$ cat config.mk
export PLATFORM = sky130hd
export DESIGN_NAME = qrs_sqrt_cell
export DESIGN_NICKNAME = d
export VERILOG_FILES = /design/src/qrs_pkg.sv /design/src/qrs_sqrt_cell.sv
export SDC_FILE = /design/constraint.sdc
export NUM_CORES = 1
export LEC_CHECK = 0
export BUFFER_PORTS_ARGS = -buffer_cell sky130_fd_sc_hd__buf_2
export CAP_MARGIN = 20
export CORE_UTILIZATION = 45
export DETAILED_ROUTE_END_ITERATION = 10
export PLACE_DENSITY_LB_ADDON = 0.1
export SLEW_MARGIN = 20
export SYNTH_ARGS = -nofsm -noshare
export SYNTH_HDL_FRONTEND = slang
export SYNTH_SLANG_ARGS = --single-unit
$ cat constraint.sdc
create_clock -name clk_i -period 5.4 [get_ports clk_i]
set_input_delay 1.08 -clock clk_i [delete_from_list [all_inputs] [get_ports clk_i]]
set_output_delay 1.08 -clock clk_i [all_outputs]
set_load 0.01 [all_outputs]
$ cat src/qrs_pkg.sv
`timescale 1ns / 1ps
package qrs_pkg;

  // Fixed-point format of coefficients and roots
  localparam int FRAC_BITS = 16;
  localparam int CW        = 32;               // coefficient width
  localparam int TOLW      = 16;               // tolerance register width

  // Discriminant and square root
  localparam int DW        = 2 * CW + 2;       // magnitude of a non-negative discriminant
  localparam int SQ_N      = DW / 2;           // one root bit per cell
  localparam int RTW       = SQ_N;             // root width
  localparam int RMW       = RTW + 2;          // partial remainder width

  // Division
  localparam int NW        = CW + 3;           // signed numerator -b -+ s
  localparam int UNW       = NW - 1;           // numerator magnitude
  localparam int UDW       = CW + 1;           // denominator magnitude
  localparam int DVW       = UNW + FRAC_BITS;  // dividend width, one quotient bit per cell

  // Root count codes
  localparam logic [1:0] CNT_NONE = 2'd0;
  localparam logic [1:0] CNT_ONE  = 2'd1;
  localparam logic [1:0] CNT_TWO  = 2'd2;
  localparam logic [1:0] CNT_INF  = 2'd3;

  typedef enum logic [2:0] {
    K_NONE,
    K_INF,
    K_LIN,
    K_ONE,
    K_TWO
  } kind_e;

  // Travels alongside the square-root cells
  typedef struct packed {
    kind_e                 kind;
    logic                  a_neg;
    logic signed [CW:0]    nb;    // -b, or -c for the linear case
    logic signed [CW+1:0]  den;   // 2a, or b for the linear case
    logic [DW-1:0]         d;     // discriminant, zero unless two roots
  } sq_meta_t;

  // Travels alongside the divider cells
  typedef struct packed {
    kind_e            kind;
    logic             a_neg;
    logic [UDW-1:0]   ud;
    logic             neg1;
    logic             neg2;
    logic [DVW-1:0]   dvd1;
    logic [DVW-1:0]   dvd2;
  } dv_meta_t;

  // Signed quotient with saturation; bit CW is the overflow flag
  function automatic logic [CW:0] sat_quot(input logic [DVW-1:0] q, input logic neg);
    logic [DVW-1:0] lim;
    logic [DVW-1:0] nq;
    lim = DVW'(1) << (CW - 1);
    nq  = '0 - q;
    if (neg) begin
      if (q > lim) return {1'b1, 1'b1, {(CW-1){1'b0}}};
      return {1'b0, nq[CW-1:0]};
    end
    if (q >= lim) return {1'b1, 1'b0, {(CW-1){1'b1}}};
    return {1'b0, q[CW-1:0]};
  endfunction

endpackage

$ cat src/qrs_sqrt_cell.sv
`timescale 1ns / 1ps
// One step of a restoring integer square root: brings in two bits of the radicand
module qrs_sqrt_cell (
  input  logic                      clk_i,
  input  logic                      en_i,
  input  logic [1:0]                bits_i,
  input  logic [qrs_pkg::RMW-1:0]   rem_i,
  input  logic [qrs_pkg::RTW-1:0]   root_i,
  output logic [qrs_pkg::RMW-1:0]   rem_o,
  output logic [qrs_pkg::RTW-1:0]   root_o
);
  import qrs_pkg::*;

  logic [RMW+1:0] cat;
  logic [RMW+1:0] trial;
  logic [RMW+1:0] diff;
  logic           ge;
  logic [RMW-1:0] rem_d;
  logic [RTW-1:0] root_d;

  // trial subtract of 4*root+1
  always_comb begin
    cat    = {rem_i, bits_i};
    trial  = {1'b0, root_i, 2'b01};
    diff   = cat - trial;
    ge     = (cat >= trial);
    rem_d  = ge ? diff[RMW-1:0] : cat[RMW-1:0];
    root_d = {root_i[RTW-2:0], ge};
  end

  always_ff @(posedge clk_i) begin
    if (en_i) begin
      rem_o  <= rem_d;
      root_o <= root_d;
    end
  end
endmodule

### After elaboration in Yosys (flattened, before gate mapping)

Cells that the tools add are included.

* add/sub/neg operators: 1
* magnitude comparators: 1
* muxes and demuxes: 1

Operators by type and width (count)
* $ge A37 B35 Y1: 1
* $mux W35: 1
* $sub A35 B35 Y35: 1

* flip-flop bits (word level): 68
* input bits: 72
* output and inout bits: 68

### Depth between registers and ports, before layout

* depth after elaboration: 2
* depth in mapped cells: 13
* gate-level depth less buffers: 10

### Least setup slack after synthesis

OpenSTA, ideal clock, no wires.

* path type: input port to flip-flop
* start: input root_i[4] (netlist bit)
* end: register rem_o[10] (netlist bit) (data pin)
* library setup time: 0.260 ns
* arrival: 3.402 ns
* required time: 5.140 ns
* path slack: 1.737 ns
* stages on the path: 12
* path through: inv_1 > ha_1 > o21a_1 > o211ai_2 > a311oi_1 > nor4_2 > a2111oi_2 > o21a_2 > o211a_1 > buf_6 > buf_12 > mux2_4

* cells in the longest elaborated chain, start to end: 2
* elaborated cells on any way between the ends: 3

RTL lines
* start, declared: RTL line qrs_sqrt_cell.sv:8 `input logic [qrs_pkg::RTW-1:0] root_i,`
* $sub A35 B35 Y35 or $ge A37 B35 Y1 (tied branches): RTL line qrs_sqrt_cell.sv:25, qrs_sqrt_cell.sv:26
* $mux W35 *: RTL line qrs_sqrt_cell.sv:27 `rem_d = ge ? diff[RMW-1:0] : cat[RMW-1:0];`
* named net rem_d[10]: RTL line qrs_sqrt_cell.sv:18 `logic [RMW-1:0] rem_d;`
* end signal, assigned: RTL line qrs_sqrt_cell.sv:33 `rem_o <= rem_d;`
* end, declared: RTL line qrs_sqrt_cell.sv:9 `output logic [qrs_pkg::RMW-1:0] rem_o,`

Mark *: on every way through the listed nets, which the timed path passes. The rest lies on a longest branch.
A chain may end at the register's enable or synchronous reset.

### Final worst setup path

* start: input root_i[4] (netlist bit)
* end: register rem_o[23] (netlist bit) (data pin)

The elaborated chain is that of the path after synthesis.

==> impl_metrics.csv <==
group,metric,value,unit
outcome,status,"finished, final reports clean",
synthesis,syn_avg_cell_area,11.13,sq um
worst_setup_path,crit_chain,"buf_2, inv_1, ha_1, o21a_1, o211ai_2, a311oi_1, nor4_2, a2111oi_2, o21a_2, o211a_2, buf_12, mux2_4",
final_layout,post-route-util,56.23,%
die,placementRows,36,
clock_network,post_cts_buffers,0,
synthesis,synthCells,421,
clock_network,cts_sinks,68,
synthesis,synth_enable_flop_cells,68,
global_route,grt_antenna_before_repair,0,
clock_network,numCtsBuffers,9,
power_and_ir_drop,ir_worst_vdd,0.1382,mV
sta,setup_viol,0,
global_route,busiest_layer,"met2",
worst_setup_path,crit_path_max_fanout,19,
final_layout,fin_cells,692,
sta,fin_ws,1263,ps
routing,firstDrtPassIters,4,
sta,holdWs,912.0,ps
sta,hold_violations,0,
power_and_ir_drop,p_switching,0.4600,mW
global_route,grt_pass1_wl,16.54,mm
global_route,grt_use_total,19.44,%
global_route,met3_usage,5.514,%
power_and_ir_drop,powerDensity,273.3,nW/um^2
synthesis,ys_seq_area_share,43.58,%
clock_network,postCtsHoldBufs,0,
worst_setup_path,critical_path.max_stage_delay,640,ps
sta,fmax,241.7,MHz
synthesis,yosys.area_share.simple,9.052,%
routing,wl_per_cell,14.91,um
hold_path,worstHoldPathType,"in -> reg",
power_and_ir_drop,total_power,1.530,mW
global_route,gr-total-overflow,0,
sta,period_minus_slack,4137,ps
synthesis,syn_area,4686,sq um
worst_setup_path,cpMaxStageDelayCell,"o211a_2",
sta,fin_crit_sh,76.61,%
final_layout,area_growth_syn_to_layout,19.47,%
routing,wirelength,10.32,mm
synthesis,synth_area_leaders,"edfxtp_1 44%, ha_1 9.3%, mux2_4 8.0%",
global_route,globalRouteMet2Util,29.43,%
routing,ant_nets,0,
power_and_ir_drop,seqPwrFrac,44.7,%
synthesis,synth_compound_area_share,15.97,%
worst_setup_path,cpLargestDelayFamily,"compound AO/OA/AOI/OAI gates",
worst_setup_path,start_kind,"input port",
final_layout,final_layout_size_suffix_gt1_share,34.70,%
global_route,grt_pass1_vias,3566,
synthesis,synth_mux_area_share,10.09,%
worst_setup_path,critical_path_class,"in -> reg",
final_layout,nNetsFinal,663,
sta,rsz0062_at_grt,"false",
placement,dp.cells,678,
die,dieArea,10820,sq um
clock_network,clk_path_buf_depth,2,
synthesis,synth_ff_type,"edfxtp_1",
die,initial_core_util,47.07,%
clock_network,root_buffer,"clkbuf_8",
final_layout,diodes,0,
power_and_ir_drop,pwr-share-clk,22.1,%
worst_setup_path,cp-end-kind,"register",
placement,port_buffers,139,
clock_network,cts.clk_slew.worst_paths,70,ps
synthesis,synth_top_area_cell,"edfxtp_1",
placement,gp_congestion,0.8440,
clock_network,h-tree-depth,3,
synthesis,synth_top_family_by_area,"compound AO/OA/AOI/OAI gates",
global_route,grt_max_degree,69,
die,die_x,104.0,um
routing,route.detailed.drc,0,
synthesis,synth_fp_nets,528,
synthesis,async_reset_ff_share,0,%
sta,slew_viol_final,0,
synthesis,synth_warnings,0,
clock_network,cts_tree,"built",
synthesis,synth_top_area_share,43.58,%
placement,place_ws,908.8,ps
clock_network,ctsResizeCount,0,
synthesis,synth_xor_area_share,6.168,%
synthesis,synth_cell_types,55,
die,die_h,104.0,um
die,ios,140,
placement,placed_area,5453,sq um
final_layout,fin_area,5598,sq um
placement,detailed_place_hpwl,7.886,mm
worst_setup_path,cp.arrival,4240,ps
routing,vias,3708,
sta,fin_setup_tns,0,ps
power_and_ir_drop,power_frac_comb,33.2,%
routing,vias_per_cell,5.358,
sta,worst_pin_slew,844.9,ps
routing,drt_first_iter_violations,184,
run,drv_cap,0,
power_and_ir_drop,power.leakage,2.666,nW
sta,slew_headroom,43.67,%
worst_setup_path,crit_required,5500,ps
power_and_ir_drop,p_int,1.070,mW
synthesis,synthAdderAreaFrac,9.346,%
die,core,9955,sq um
synthesis,ys_ff_latch,68,
worst_setup_path,path_buf_inv,3,
power_and_ir_drop,p_sw_share,30.07,%
global_route,use_met1,25.82,%
==> final cells by class <==
type | instances | area [sq um]
repair buffers | 140 | 718.2
flip-flops and latches | 68 | 2042
inverters | 41 | 153.9
clock inverters | 5 | 21.27
fillers | 903 | 4357
multi-input cells | 296 | 2372
well taps | 133 | 166.4
clock buffers | 9 | 123.9
==> worst paths after layout <==
kind | start | endpoint | slack [ps] | cells past startpoint
hold / removal | root_i[12] | root_o[13]$_DFFE_PP_ | 910 | 1
setup / recovery | root_i[4] | rem_o[23]$_DFFE_PP_ | 1260 | 12
==> sequential cells by signal, indices dropped and copies added, names as in the netlist <==
name	count
rem_o	35
root_o	33
==> cell usage in the layout (no fill, tap or decap), drive strengths merged, types with 3 or more instances in the layout <==
| master | count |
|---|---|
| nand4 | 8 |
| nor2 | 22 |
| mux2i | 3 |
| a31o | 4 |
| clkbuf | 9 |
| o21ai | 13 |
| a21oi | 30 |
| xnor2 | 19 |
| nor2b | 4 |
| edfxtp | 68 |
| a21o | 26 |
| ha | 35 |
| o221ai | 4 |
| nand3 | 9 |
| inv | 41 |
| nand2 | 25 |
| o21a | 4 |
| mux2 | 31 |
| clkinv | 5 |
| xor2 | 14 |
| buf | 140 |
| and3 | 4 |
| o211ai | 3 |
| o21bai | 3 |
| nor4 | 3 |
==> power groups by stage <==
stage | clock (mW) | sequential [mW] | combinational (mW)
6_report | 0.338 | 0.683 | 0.509
3_3_place_gp | 0 | 0.695 | 0.501
5_1_grt | 0.368 | 0.690 | 0.554
4_1_cts | 0.351 | 0.684 | 0.510
2_1_floorplan | 0 | 0.735 | 0.315
3_5_place_dp | 0 | 0.694 | 0.507
==> cells in the mapped netlist, types with 3 or more instances <==
library cell  instances
nand3_1               9
ha_1                 35
nor2_1               22
mux2_4               25
nand4_1               8
o21ai_0              12
nor2b_1               4
a21o_1               26
o221ai_1              4
a31o_2                3
nand2_1              25
o21bai_1              3
xor2_1               14
buf_12                3
a21oi_1              30
inv_1                41
and3_1                4
mux2_2                6
o21a_1                3
mux2i_1               3
xnor2_1              19
edfxtp_1             68
clkbuf_1             10
==> cells by family after synthesis <==
kind of cell	count (synthesis)
AO/OA/AOI/OAI	107
AND/OR/NAND/NOR	87
flip-flops	68
buffers and inverters	57
adder cells (fa/ha/maj)	35
multiplexers	34
XOR/XNOR	33
==> per-layer routing <==
metal,wire length (um),up-vias
li1,-,1819
met1,4917,1717
met2,4421,151
met3,756,21
met4,224,0
met5,0,-
(Power assumes the default switching activity.)
