File: config.mk
export PLATFORM = sky130hd
export DESIGN_NAME = qrs_div_cell
export DESIGN_NICKNAME = d
export VERILOG_FILES = /design/src/qrs_pkg.sv /design/src/qrs_div_cell.sv
export SDC_FILE = /design/constraint.sdc
export NUM_CORES = 1
export LEC_CHECK = 0
export ABC_AREA = 1
export BUFFER_PORTS_ARGS = -buffer_cell sky130_fd_sc_hd__buf_4
export CAP_MARGIN = 20
export CORE_MARGIN = 1
export CORE_UTILIZATION = 46
export CTS_CLUSTER_SIZE = 14
export DETAILED_ROUTE_END_ITERATION = 16
export PLACE_DENSITY = 0.77
export SETUP_SLACK_MARGIN = 0.02
export SYNTH_ARGS = -nofsm -noshare
export SYNTH_HDL_FRONTEND = slang
export SYNTH_SLANG_ARGS = --single-unit
File: constraint.sdc
create_clock -name clk_i -period 2.05 [get_ports clk_i]
set_clock_uncertainty 0.2 [all_clocks]
set_input_delay 0.41 -clock clk_i [delete_from_list [all_inputs] [get_ports clk_i]]
set_output_delay 0.41 -clock clk_i [all_outputs]
set_load 0.01 [all_outputs]
File: src/qrs_pkg.sv
`timescale 1ns / 1ps
package qrs_pkg;

  // Fixed-point format of coefficients and roots
  localparam int FRAC_BITS = 16;
  localparam int CW        = 32;               // coefficient width
  localparam int TOLW      = 16;               // tolerance register width

  // Discriminant and square root
  localparam int DW        = 2 * CW + 2;       // magnitude of a non-negative discriminant
  localparam int SQ_N      = DW / 2;           // one root bit per cell
  localparam int RTW       = SQ_N;             // root width
  localparam int RMW       = RTW + 2;          // partial remainder width

  // Division
  localparam int NW        = CW + 3;           // signed numerator -b -+ s
  localparam int UNW       = NW - 1;           // numerator magnitude
  localparam int UDW       = CW + 1;           // denominator magnitude
  localparam int DVW       = UNW + FRAC_BITS;  // dividend width, one quotient bit per cell

  // Root count codes
  localparam logic [1:0] CNT_NONE = 2'd0;
  localparam logic [1:0] CNT_ONE  = 2'd1;
  localparam logic [1:0] CNT_TWO  = 2'd2;
  localparam logic [1:0] CNT_INF  = 2'd3;

  typedef enum logic [2:0] {
    K_NONE,
    K_INF,
    K_LIN,
    K_ONE,
    K_TWO
  } kind_e;

  // Travels alongside the square-root cells
  typedef struct packed {
    kind_e                 kind;
    logic                  a_neg;
    logic signed [CW:0]    nb;    // -b, or -c for the linear case
    logic signed [CW+1:0]  den;   // 2a, or b for the linear case
    logic [DW-1:0]         d;     // discriminant, zero unless two roots
  } sq_meta_t;

  // Travels alongside the divider cells
  typedef struct packed {
    kind_e            kind;
    logic             a_neg;
    logic [UDW-1:0]   ud;
    logic             neg1;
    logic             neg2;
    logic [DVW-1:0]   dvd1;
    logic [DVW-1:0]   dvd2;
  } dv_meta_t;

  // Signed quotient with saturation; bit CW is the overflow flag
  function automatic logic [CW:0] sat_quot(input logic [DVW-1:0] q, input logic neg);
    logic [DVW-1:0] lim;
    logic [DVW-1:0] nq;
    lim = DVW'(1) << (CW - 1);
    nq  = '0 - q;
    if (neg) begin
      if (q > lim) return {1'b1, 1'b1, {(CW-1){1'b0}}};
      return {1'b0, nq[CW-1:0]};
    end
    if (q >= lim) return {1'b1, 1'b0, {(CW-1){1'b1}}};
    return {1'b0, q[CW-1:0]};
  endfunction

endpackage

File: src/qrs_div_cell.sv
`timescale 1ns / 1ps
// One step of restoring division: brings in one dividend bit, yields one quotient bit
module qrs_div_cell (
  input  logic                      clk_i,
  input  logic                      en_i,
  input  logic                      bit_i,
  input  logic [qrs_pkg::UDW-1:0]   ud_i,
  input  logic [qrs_pkg::UDW-1:0]   rem_i,
  input  logic [qrs_pkg::DVW-1:0]   q_i,
  output logic [qrs_pkg::UDW-1:0]   rem_o,
  output logic [qrs_pkg::DVW-1:0]   q_o
);
  import qrs_pkg::*;

  logic [UDW:0]   cat;
  logic [UDW:0]   diff;
  logic           ge;
  logic [UDW-1:0] rem_d;
  logic [DVW-1:0] q_d;

  always_comb begin
    cat   = {rem_i, bit_i};
    diff  = cat - {1'b0, ud_i};
    ge    = (cat >= {1'b0, ud_i});
    rem_d = ge ? diff[UDW-1:0] : cat[UDW-1:0];
    q_d   = {q_i[DVW-2:0], ge};
  end

  always_ff @(posedge clk_i) begin
    if (en_i) begin
      rem_o <= rem_d;
      q_o   <= q_d;
    end
  end
endmodule

* Word-level counts from Yosys, hierarchy flattened
Cells that the tools add are included.
Storage, ports and cells: register bits after elaboration 83, input bits 119, output and inout port bits 83, logic and storage cells 5
Cells by class: add/subtract/negate cells 1, order comparisons 1, multiplexer cells 1
Operator list (number):
- $ge A34 B33 Y1 | 1
- $mux W33 | 1
- $sub A33 B33 Y33 | 1

* Logic depth before layout (Yosys ltp)
Gate-level depths: netlist of the first run.
word-level depth 2, depth in mapped cells 15, mapped depth without buffers 15

* Worst setup path after synthesis of the first run
OpenSTA, ideal clock, no wires.
kind in2reg, start input port bit_i, end register rem_o[25] in the netlist's numbering, data pin, arrival 1.808 ns, path slack -0.210 ns, stages 13, path through inv_1 > ha_1 > inv_1 > fa_1 > nand3_1 > nand3_2 > nand2_1 > nand2_2 > nand2_4 > nand2_8 > buf_12 > nand3_2 > nand2_1
On the way: longest elaborated chain between the ends 2
RTL lines:
- start, declared | RTL line qrs_div_cell.sv:6 | input logic bit_i,
- $sub A33 B33 Y33 or $ge A34 B33 Y1 (tied branches) | RTL line qrs_div_cell.sv:23, qrs_div_cell.sv:24
- $mux W33 (*) | RTL line qrs_div_cell.sv:25 | rem_d = ge ? diff[UDW-1:0] : cat[UDW-1:0];
- named net rem_d[25] | RTL line qrs_div_cell.sv:18 | logic [UDW-1:0] rem_d;
- end signal, assigned | RTL line qrs_div_cell.sv:31 | rem_o <= rem_d;
- end, declared | RTL line qrs_div_cell.sv:10 | output logic [qrs_pkg::UDW-1:0] rem_o,
The timed path passes the listed nets; every way through them passes the cells marked *. A chain may end at the register's enable or synchronous reset.

* Worst setup path after layout of the first run
start input port bit_i, end register rem_o[8] in the netlist's numbering, data pin
Same word-level chain as after synthesis.

==> metrics.md, run 1 <==
| Metric | Value |
|---|---|
| DRT Pass-1 Iters | `7` |
| Post-synth top cells | `nand2_1, inv_1, edfxtp_1, nand3_1, nor2_1` |
| Switch share | `0.318` |
| Slew Limit Headroom | `0.763` |
| Area of the multi-input gates | `roughly 3800 um^2` |
| Met2 usage | `0.509` |
| Combinational power share | `0.377` |
| Sequential area share after synthesis | `0.429` |
| Die Ht | `114 um` |
| Post-synth EDFFs | `83` |
| Worst Path Arrival | `roughly 2 ns` |
| Core area | `12200 um^2` |
| Period utilization | `1.03` |
| DR iter-0 viols | `just over 400` |
| Min Tclk post-route | `2.11 ns` |
| Num CTS Buffers | `9` |
| Cell Rows | `40` |
| Synthesis-stage register bit count | `83` |
| Worst-Margin Slew | `0.356 ns` |
| Hold_buf cts | `0` |
| Tot GR Track Use | `0.273` |
| Setup repair after global routing missed its margin | `true` |
| Failing checks | `negative setup slack` |
| Count leader, synth | `nand2_1` |
| Syn Area/Cell | `roughly 7.6 um^2` |
| DP HPWL | `between 10000 and 15000 um` |
| Static Leak | `between 5 and 6 nW` |
| Slew Limit Fails | `0` |
| Fillers | `741` |
| Die Span X | `between 100 and 150 um` |
| Antenna-violating nets left | `0` |
| Largest net degree at the start of global routing | `31` |
| Final core occ | `0.824` |
| Global route hottest layer | `met2` |
| GR Overflow Total | `0` |
| WP data required | `roughly 2 ns` |
| Post-synth top area share | `0.429` |
| Count of final setup violators | `24` |
| Power per cell area | `between 600 and 700 nW/um^2` |
| Synth Instances | `around 760` |
| CTS Root Cell | `clkbuf_16` |
| Worst hold-check path type | `in -> reg` |
| Worst setup margin | `-0.0606 ns` |
| ANT cells | `0` |
| Hold WS | `around 0.035 ns` |
| Via density | `a little over 5` |
| Met1 track demand over resource | `0.299` |
| Syn_nets | `approximately 900` |
| Critical Path End Type | `flop` |
| YS warnings | `0` |
| Max Fanout on Critical Path | `8` |
| FF/Latch Area | `between 2000 and 2500 um^2` |
| Boundary pin count | `approximately 200` |
| Synth area leaders | `edfxtp_1, nand2_1, inv_1` |
| Starting Density | `0.477` |
| Drt drc | `0` |
| Psw | `1.92 mW` |
| Vias | `6308` |
| WS Path Type | `in -> reg` |
| P_int | `4.13 mW` |
| Setup TNS | `-0.638 ns` |
| Synth async-reset ratio | `0` |
| # H-tree levels | `3` |
| Post-Route WL | `20800 um` |
| Number of max-cap violations | `0` |
| Outcome | `finished with violations` |
| CTS tree | `built` |
| VDD IR max | `~0.00036 V` |
| Total power | `approximately 6.1 mW` |
| Final #Nets | `1229` |
| Final Hold Fails | `0` |
| RD Place Congestion | `a little over 0.9` |
| Startpoint Class | `primary input` |
| Layout cells sized above 1 | `0.509` |
| Initial antenna violation count | `0` |
| Fmax | `roughly 470 MHz` |
| Die Area | `approximately 13000 um^2` |
| Sequential power share | `0.355` |
| Global-route wire length before repair | `26900 um` |
| CTS Sinks | `between 80 and 90` |
| Vias in the first global route | `roughly 5.6k` |
| Cell taking the most area after synthesis | `edfxtp_1` |
| Grt met3 use | `0.0588` |
| Post-synthesis instance area | `a little under 6000 um^2` |
| Cell variety after synth | `29` |
| CTS Buffer Depth | `2` |
| Clock Power Share | `0.268` |
| Avg WL per Cell | `roughly 17 um` |
| Main synth FF type | `edfxtp_1` |
| Reg clk slew, reported paths | `0.06 ns` |
| Area grow syn2layout | `72.5%` |
| IO Port Bufs | `200` |
-- what timing repair did --
item | 4_1_cts | 5_1_grt
pin swaps | 9 | 55
gates resized for setup | 18 | 206
endpoints found under the setup margin | 28 | 33
setup buffers | 2 | 6
gates cloned | 1 | 15
-- stage by stage --
step	worst slack, ns	cells	instance area, um^2
2_1_floorplan	-0.0811	762	6240
3_3_place_gp	-0.409	1209	8550
3_5_place_dp	-0.423	1209	8550
4_1_cts	0.0127	1228	8960
5_1_grt	-0.130	1249	10000
6_report	-0.0606	1249	10000
-- power by group through the flow --
| stage | Sequential (mW) | Clock (mW) | Combinational, mW |
|---|---|---|---|
| 4_1_cts | 2.15 | 1.64 | 1.91 |
| 5_1_grt | 2.16 | 1.71 | 2.45 |
| 6_report | 2.15 | 1.62 | 2.28 |
| 2_1_floorplan | 2.28 | 0 | 0.859 |
| 3_3_place_gp | 2.18 | 0 | 1.83 |
| 3_5_place_dp | 2.18 | 0 | 1.86 |
-- logic make-up after synthesis --
logic type,count (synthesis),share of synthesized area
xor+xnor,14,0.0211
flops,83,0.429
buf+inv,169,0.116
simple gates,438,0.338
compound gates,24,0.0215
fa+ha+maj,34,0.0746
-- layout make-up --
cell class              instances  share of cell area
clock buffers                  10              0.0229
multi-input cells             517               0.377
flip-flops and latches         83               0.249
clock inverters                 6             0.00662
inverters                     160              0.0635
well taps                     168              0.0210
repair buffers                305               0.260
-- routing by layer --
layer	wire [um]	vias up
li1	-	3011
met4	1210	0
met5	0	-
met2	10600	348
met3	1700	91
met1	7290	2858
-- critical path, stage by stage --
cell and delay (ns):
buf_8 0.11, inv_12 0.04, ha_4 0.12, inv_4 0.03
fa_2 0.38, nand3_2 0.08, nand3_2 0.08, nand2_2 0.11
nand2_4 0.11, nand2_8 0.22, nand2_4 0.13, nand2_1 0.11
nand2_1 0.07
-- path summary, 6_finish.rpt --
path              slack (ns)  cells past startpoint     from  endpoint
setup / recovery       -0.06                     13    bit_i  rem_o[8]
hold / removal          0.04                      1  q_i[10]   q_o[11]
-- state kept, by name, summed over array words and instances, names as in the netlist --
signal	cells
rem_o	33
q_o	50
-- layout by cell type, fill, tap and decap left out, types with 2 or more instances in the layout --
master / n
ha_4: 32
clkbuf_16: 16
nand2_1: 229
a21o_1: 2
edfxtp_1: 83
inv_1: 123
nand3_2: 51
a21oi_2: 6
buf_12: 7
buf_8: 6
nand3b_1: 10
nor2_4: 7
xor2_1: 13
nand2_4: 23
inv_2: 27
nand4_1: 2
clkinv_4: 2
buf_6: 17
a21oi_1: 15
nor3_4: 4
or2_2: 2
nor2_1: 24
nor3_1: 4
nor2_2: 10
inv_4: 9
buf_4: 268
nor3_2: 3
nand2_8: 8
nand3_1: 16
and2_1: 5
nand2_2: 44
clkinvlp_4: 2
nand3_4: 2
No activity file was read; power rests on OpenSTA's default activity.
==> run 2: changes to the inputs <==
--- a/config.mk
+++ b/config.mk
@@ -6,13 +6,13 @@
 export NUM_CORES = 1
 export LEC_CHECK = 0
 export ABC_AREA = 1
-export BUFFER_PORTS_ARGS = -buffer_cell sky130_fd_sc_hd__buf_4
 export CAP_MARGIN = 20
 export CORE_MARGIN = 1
-export CORE_UTILIZATION = 46
+export CORE_UTILIZATION = 52
 export CTS_CLUSTER_SIZE = 14
 export DETAILED_ROUTE_END_ITERATION = 16
-export PLACE_DENSITY = 0.77
+export DONT_BUFFER_PORTS = 1
+export PLACE_DENSITY = 0.7
 export SETUP_SLACK_MARGIN = 0.02
 export SYNTH_ARGS = -nofsm -noshare
 export SYNTH_HDL_FRONTEND = slang
==> run 2 against run 1 <==
Against the previous run:
- the run ends with negative hold slack left
- sequential share of layout area is 7.2 points higher
- count of clock-buffer cells in the layout is 1 lower
- clock power is 25% lower
- worst setup slack better by 0.12 ns
- utilization is 11 points lower
- combinational power is 38% lower
- routed wire length is 16% lower
- via count is 16% lower
- power is 19% lower
- sequential power is 6% higher
- largest power group is now sequential cells
==> metrics.md, run 2 (synthesis results as in run 1) <==
| Metric | Value |
|---|---|
| Post-Route WL | `17600 um (-16%)` |
| DP Cell Count | `974 (-19%)` |
| Core area | `10800 um^2 (-11%)` |
| Final #Nets | `1048 (-15%)` |
| Total power | `4.92 mW (-19%)` |
| Largest register FFs | `50 (unchanged)` |
| Area of the multi-input gates | `3120 um^2 (-17%)` |
| DR iter-0 viols | `296 (-28%)` |
| Die Span X | `108 um (-5.8%)` |
| IO Port Bufs | `0 (-100%)` |
| Final core occ | `0.717 (-0.106)` |
| WS Path Type | `in -> reg` |
| Commonest non-fill, non-tap cell in the layout | `nand2_1` |
| Final Non-Filler Cells | `1040 (-17%)` |
| Vias | `5278 (-16%)` |
| Count of final setup violators | `0 (-100%)` |
| Fmax | `503 MHz (+6.1%)` |
| Worst-Margin Slew | `0.322 ns (-0.0336 ns)` |
| WHS Path Cells | `0 (-1)` |
| Post-route cell area | `7770 um^2 (-22%)` |
| DRT Pass-1 Iters | `5 (-2)` |
| FF/Latch Area | `2490 um^2 (unchanged)` |
| Area grow syn2layout | `33.9%` |
| VDD IR max | `0.000628 V (+76%)` |
| Setup TNS | `0 ns (+0.638 ns)` |
| Worst Path Arrival | `1.91 ns (-0.10 ns)` |
| Max Fanout on Critical Path | `16 (+8)` |
| CTS Sinks | `83 (unchanged)` |
| Commonest cells after routing, fill and taps aside | `nand2_1, inv_1, edfxtp_1` |
| Global-route wire length before repair | `26100 um (-2.8%)` |
| Setup repair after global routing missed its margin | `true` |
| GR Overflow Total | `0 (unchanged)` |
| Final Hold Fails | `13 (+13)` |
| Critical Path End Type | `flop` |
| Met2 usage | `0.530 (+0.0203)` |
| Antenna-violating nets left | `0 (unchanged)` |
| Boundary pin count | `202 (unchanged)` |
| RD Place Congestion | `0.901 (-1.5%)` |
| Hold_buf cts | `49 (+49)` |
| Die Ht | `108 um (-5.8%)` |
| Failing checks | `negative hold slack` |
| Top reg by flops | `q_o` |
| Cell Rows | `38 (-5.0%)` |
| Power per cell area | `632 nW/um^2 (+4.6%)` |
| Starting Density | `0.536 (+0.0582)` |
| Outcome | `finished with violations` |
| CTS Buffer Depth | `2 (unchanged)` |
| Worst hold-check path type | `in -> reg` |
| # H-tree levels | `3 (unchanged)` |
| DP HPWL | `13200 um (-2.7%)` |
| Slew Limit Fails | `0 (unchanged)` |
| Drt drc | `0 (unchanged)` |
| CTS tree | `built` |
| Num CTS Buffers | `9 (unchanged)` |
| Period utilization | `0.971 (-0.0588)` |
| Via density | `5.08 (+0.49%)` |
| Placed Area | `7000 um^2 (-18%)` |
| Hold WS | `-0.0574 ns (-0.0929 ns)` |
| Static Leak | `3.84 nW (-23%)` |
| Startpoint Class | `primary input` |
| Pre-CTS WS | `-0.328 ns (+0.0953 ns)` |
| Avg WL per Cell | `16.9 um (+1.3%)` |
| Number of max-cap violations | `0 (unchanged)` |
| CTS Root Cell | `clkbuf_8` |
| Largest net degree at the start of global routing | `84 (+170%)` |
| Grt met3 use | `0.0648 (+0.00601)` |
| ANT cells | `0 (unchanged)` |
| Slew Limit Headroom | `0.784 (+0.0207)` |
| Leading registers by flop count | `q_o (50), rem_o (33)` |
| Global route hottest layer | `met2` |
| WP data required | `1.97 ns (+0.02 ns)` |
| Reg clk slew, reported paths | `0.09 ns (+0.03 ns)` |
| Die Area | `11600 um^2 (-11%)` |
| Vias in the first global route | `5216 (-7.1%)` |
| Min Tclk post-route | `1.99 ns (-0.121 ns)` |
| Met1 track demand over resource | `0.362 (+0.0627)` |
| Initial antenna violation count | `0 (unchanged)` |
| Worst setup margin | `0.0600 ns (+0.121 ns)` |
| Tot GR Track Use | `0.306 (+0.0325)` |
| Layout cells sized above 1 | `0.219 (-0.290)` |
| Fillers | `822 (+11%)` |
[run 2: final timing paths]
kind	from	endpoint	slack, ns
setup / recovery	ud_i[20]	rem_o[14]	0.06
hold / removal	en_i	rem_o[27]	-0.06
[run 2: critical path: stages]
cell	delay, ns
inv_1	0.11
ha_4	0.23
nand2_2	0.10
inv_1	0.06
nand2_1	0.07
nand2_1	0.08
nand2_1	0.10
a21oi_1	0.10
nor2_4	0.21
nand2_8	0.10
buf_12	0.16
nand2_1	0.09
nand2_1	0.07
[run 2: routing by layer]
layer | vias to the layer above | routed length (um)
li1 | 2636 | -
met2 | 238 | 8600
met3 | 37 | 1200
met4 | 0 | 620
met5 | - | 0
met1 | 2367 | 7140
[run 2: area by class of cell]
cell class / count / area share
Clock inverter: 7 / 0.00982
Inverter: 160 / 0.0792
Clock buffer: 9 / 0.0159
Timing Repair Buffer: 131 / 0.150
Tap cell: 140 / 0.0225
Sequential cell: 83 / 0.321
Multi-Input combinational cell: 510 / 0.402
[run 2: where the power goes]
group / switching, mW / internal [mW] / total (mW)
sequential: 0.174 / 2.11 / 2.28
combinational: 0.769 / 0.645 / 1.41
clock: 0.654 / 0.569 / 1.22
total: 1.60 / 3.32 / 4.92
[run 2: what timing repair did]
item,in CTS,in global routing
gates resized for setup,0,19
endpoints found under the hold margin,132,83
endpoints found under the setup margin,0,32
setup buffers,0,1
==> run 3: changes to the inputs <==
--- a/config.mk
+++ b/config.mk
@@ -9,10 +9,9 @@
 export CAP_MARGIN = 20
 export CORE_MARGIN = 1
 export CORE_UTILIZATION = 52
-export CTS_CLUSTER_SIZE = 14
 export DETAILED_ROUTE_END_ITERATION = 16
 export DONT_BUFFER_PORTS = 1
-export PLACE_DENSITY = 0.7
+export PLACE_DENSITY = 0.67
 export SETUP_SLACK_MARGIN = 0.02
 export SYNTH_ARGS = -nofsm -noshare
 export SYNTH_HDL_FRONTEND = slang
==> constraint.sdc (replaced) <==
create_clock -name clk_i -period 2.3 [get_ports clk_i]
set_clock_uncertainty 0.2 [all_clocks]
set_input_delay 0.46 -clock clk_i [delete_from_list [all_inputs] [get_ports clk_i]]
set_output_delay 0.46 -clock clk_i [all_outputs]
set_load 0.01 [all_outputs]
==> run 3 against run 2 <==
Against the previous run:
- the flow now finishes without violations
- non-clock buffer count rose by 9
- critical path depth increased by 1
- utilization shrank 4.2 points
- sequential cell count is the same
- combinational power fell by 18%
- worst setup slack better by 0.050 ns
- count of clock-buffer cells in the layout stayed put
- clock power fell by 11%
- sequential share of layout area up 2.0 points
- largest power group unchanged
==> metrics.md, run 3 (synthesis results as in run 1) <==
| Metric | Value |
|---|---|
| Outcome | `completed` |
| Largest register FFs | `50 (unchanged)` |
| Max Fanout on Critical Path | `4 (-12)` |
| WS Path Type | `in -> reg` |
| CTS Buffer Depth | `2 (unchanged)` |
| CTS Sinks | `83 (unchanged)` |
| Boundary pin count | `202 (unchanged)` |
| Critical Path End Type | `flop` |
| CTS tree | `built` |
| Fmax | `about 460 MHz` |
| Buf/Inv on CP | `2 (-1)` |
| Antenna-violating nets left | `0 (unchanged)` |
| Post-Route WL | `17200 um (-2.2%)` |
| Die Ht | `108 um (unchanged)` |
| Final Hold Fails | `0 (-13)` |
| Layout cells sized above 1 | `0.159 (-0.0595)` |
| Commonest non-fill, non-tap cell in the layout | `nand2_1` |
| Worst hold-check path type | `in -> reg` |
| Pre-CTS WS | `-0.313 ns (+0.0151 ns)` |
| IO Port Bufs | `0 (unchanged)` |
| CP max stage cell | `fa_2` |
| Cells along the critical path | `inv_1 -> ha_1 -> inv_1 -> fa_2 -> nand2_1 -> nand2_1 -> nand3_1 -> nand2_1 -> nand2_1 -> nand2_1 -> nand2_1 -> nand3b_1 -> nand3_2 -> nand2_1` |
| # H-tree levels | `3 (unchanged)` |
| Die Area | `11600 um^2 (unchanged)` |
| Via density | `5.05 (-0.45%)` |
| Startpoint Class | `primary input` |
| Vias in the first global route | `5095 (-2.3%)` |
| CTS Root Cell | `clkbuf_8` |
| GR Overflow Total | `0 (unchanged)` |
| Most common cell on crit path | `nand2_1` |
| VDD IR max | `0.000403 V (-36%)` |
| Crit. path cell count | `14 (+1)` |
| Final #Nets | `1058 (+0.95%)` |
| Commonest cells after routing, fill and taps aside | `nand2_1, inv_1, buf_4` |
| Worst-Margin Slew | `0.950 ns (+0.628 ns)` |
| Hold WS | `0.0377 ns (+0.0951 ns)` |
| WP data required | `2.23 ns (+0.26 ns)` |
| Largest net degree at the start of global routing | `67 (-20%)` |
| Top Family by Delay on Critical Path | `simple AND/OR/NAND/NOR gates` |
| Avg WL per Cell | `16.4 um (-3.1%)` |
| Global-route wire length before repair | `25200 um (-3.8%)` |
| RD Place Congestion | `0.857 (-4.8%)` |
| Initial antenna violation count | `0 (unchanged)` |
| Leading registers by flop count | `q_o (50), rem_o (33)` |
| Final core occ | `0.676 (-0.0417)` |
| Top reg by flops | `q_o` |
| Static Leak | `3.82 nW (-0.49%)` |
| Worst setup margin | `0.110 ns (+0.0496 ns)` |
| Worst Path Arrival | `2.12 ns (+0.21 ns)` |
| Area grow syn2layout | `26.1%` |
| Number of max-cap violations | `0 (unchanged)` |
| Slew Limit Fails | `0 (unchanged)` |
| Num CTS Buffers | `9 (unchanged)` |
| DRT Pass-1 Iters | `4 (-1)` |
| Starting Density | `0.536 (unchanged)` |
| ANT cells | `0 (unchanged)` |
| DP HPWL | `13000 um (-1.7%)` |
| Vias | `5305 (+0.51%)` |
| Die Span X | `108 um (unchanged)` |
| CP max stage delay | `0.33 ns (+0.10 ns)` |
| Total power | `4.27 mW (-13%)` |
| Count of final setup violators | `0 (unchanged)` |
| Setup repair after global routing missed its margin | `false` |
| Drt drc | `0 (unchanged)` |
| DR iter-0 viols | `286 (-3.4%)` |
| Tot GR Track Use | `0.292 (-0.0136)` |
| Slew Limit Headroom | `0.365 (-0.419)` |
| Reg clk slew, reported paths | `0.10 ns (about the same)` |
| WHS Path Cells | `0 (unchanged)` |
| Min Tclk post-route | `2.19 ns` |
| Cell Rows | `38 (unchanged)` |
| Power per cell area | `583 nW/um^2 (-7.8%)` |
| Core area | `10800 um^2 (unchanged)` |
| Period utilization | `0.952` |
[run 3: cell count changes in the layout (fill, tap and decap cells not counted), moves of 5 or more]
cell	delta
ha_1	+29
ha_4	-29
nand2_1	+17
nand2_2	-13
buf_4	+9
inv_1	+7
buf_12	-5
inv_2	-5
[run 3: worst paths after layout]
check	from	end
hold / removal	en_i	q_o[14]
setup / recovery	bit_i	rem_o[20]
[run 3: power breakdown]
| group | internal [mW] | switching, mW |
|---|---|---|
| Sequential | 1.88 | 0.152 |
| Combinational | 0.503 | 0.655 |
| Clock | 0.507 | 0.578 |
| Total | 2.89 | 1.38 |
[run 3: per-layer routing]
metal | share of wire | global-route usage | vias to the layer above
li1 | - | - | 2653
met1 | 0.42 | 0.358 | 2366
met4 | 0.031 | 0.115 | 0
met2 | 0.47 | 0.500 | 250
met3 | 0.070 | 0.0605 | 36
met5 | 0 | 0 | -
[run 3: layout make-up]
cell class              instances  area, um^2
clock buffers                   9         124
well taps                     140         175
fillers                       917        3520
flip-flops and latches         83        2490
clock inverters                 7        76.3
multi-input cells             511        2670
inverters                     160         601
repair buffers                140        1190
[run 3: stage by stage]
step           cell area, um^2  TNS, ns  instances
2_1_floorplan             5810        0        762
3_3_place_gp              6570    -6.68        981
3_5_place_dp              6570    -8.82        981
4_1_cts                   7280        0       1048
5_1_grt                   7320        0       1050
6_report                  7320        0       1050
[run 3: repair_timing]
action | 4_1_cts | 5_1_grt
buffers inserted | 0 | 0
gates resized for setup | 0 | 4
endpoints found under the hold margin | 67 | 1
hold buffers | 51 | 1
setup endpoints to repair | 0 | 24
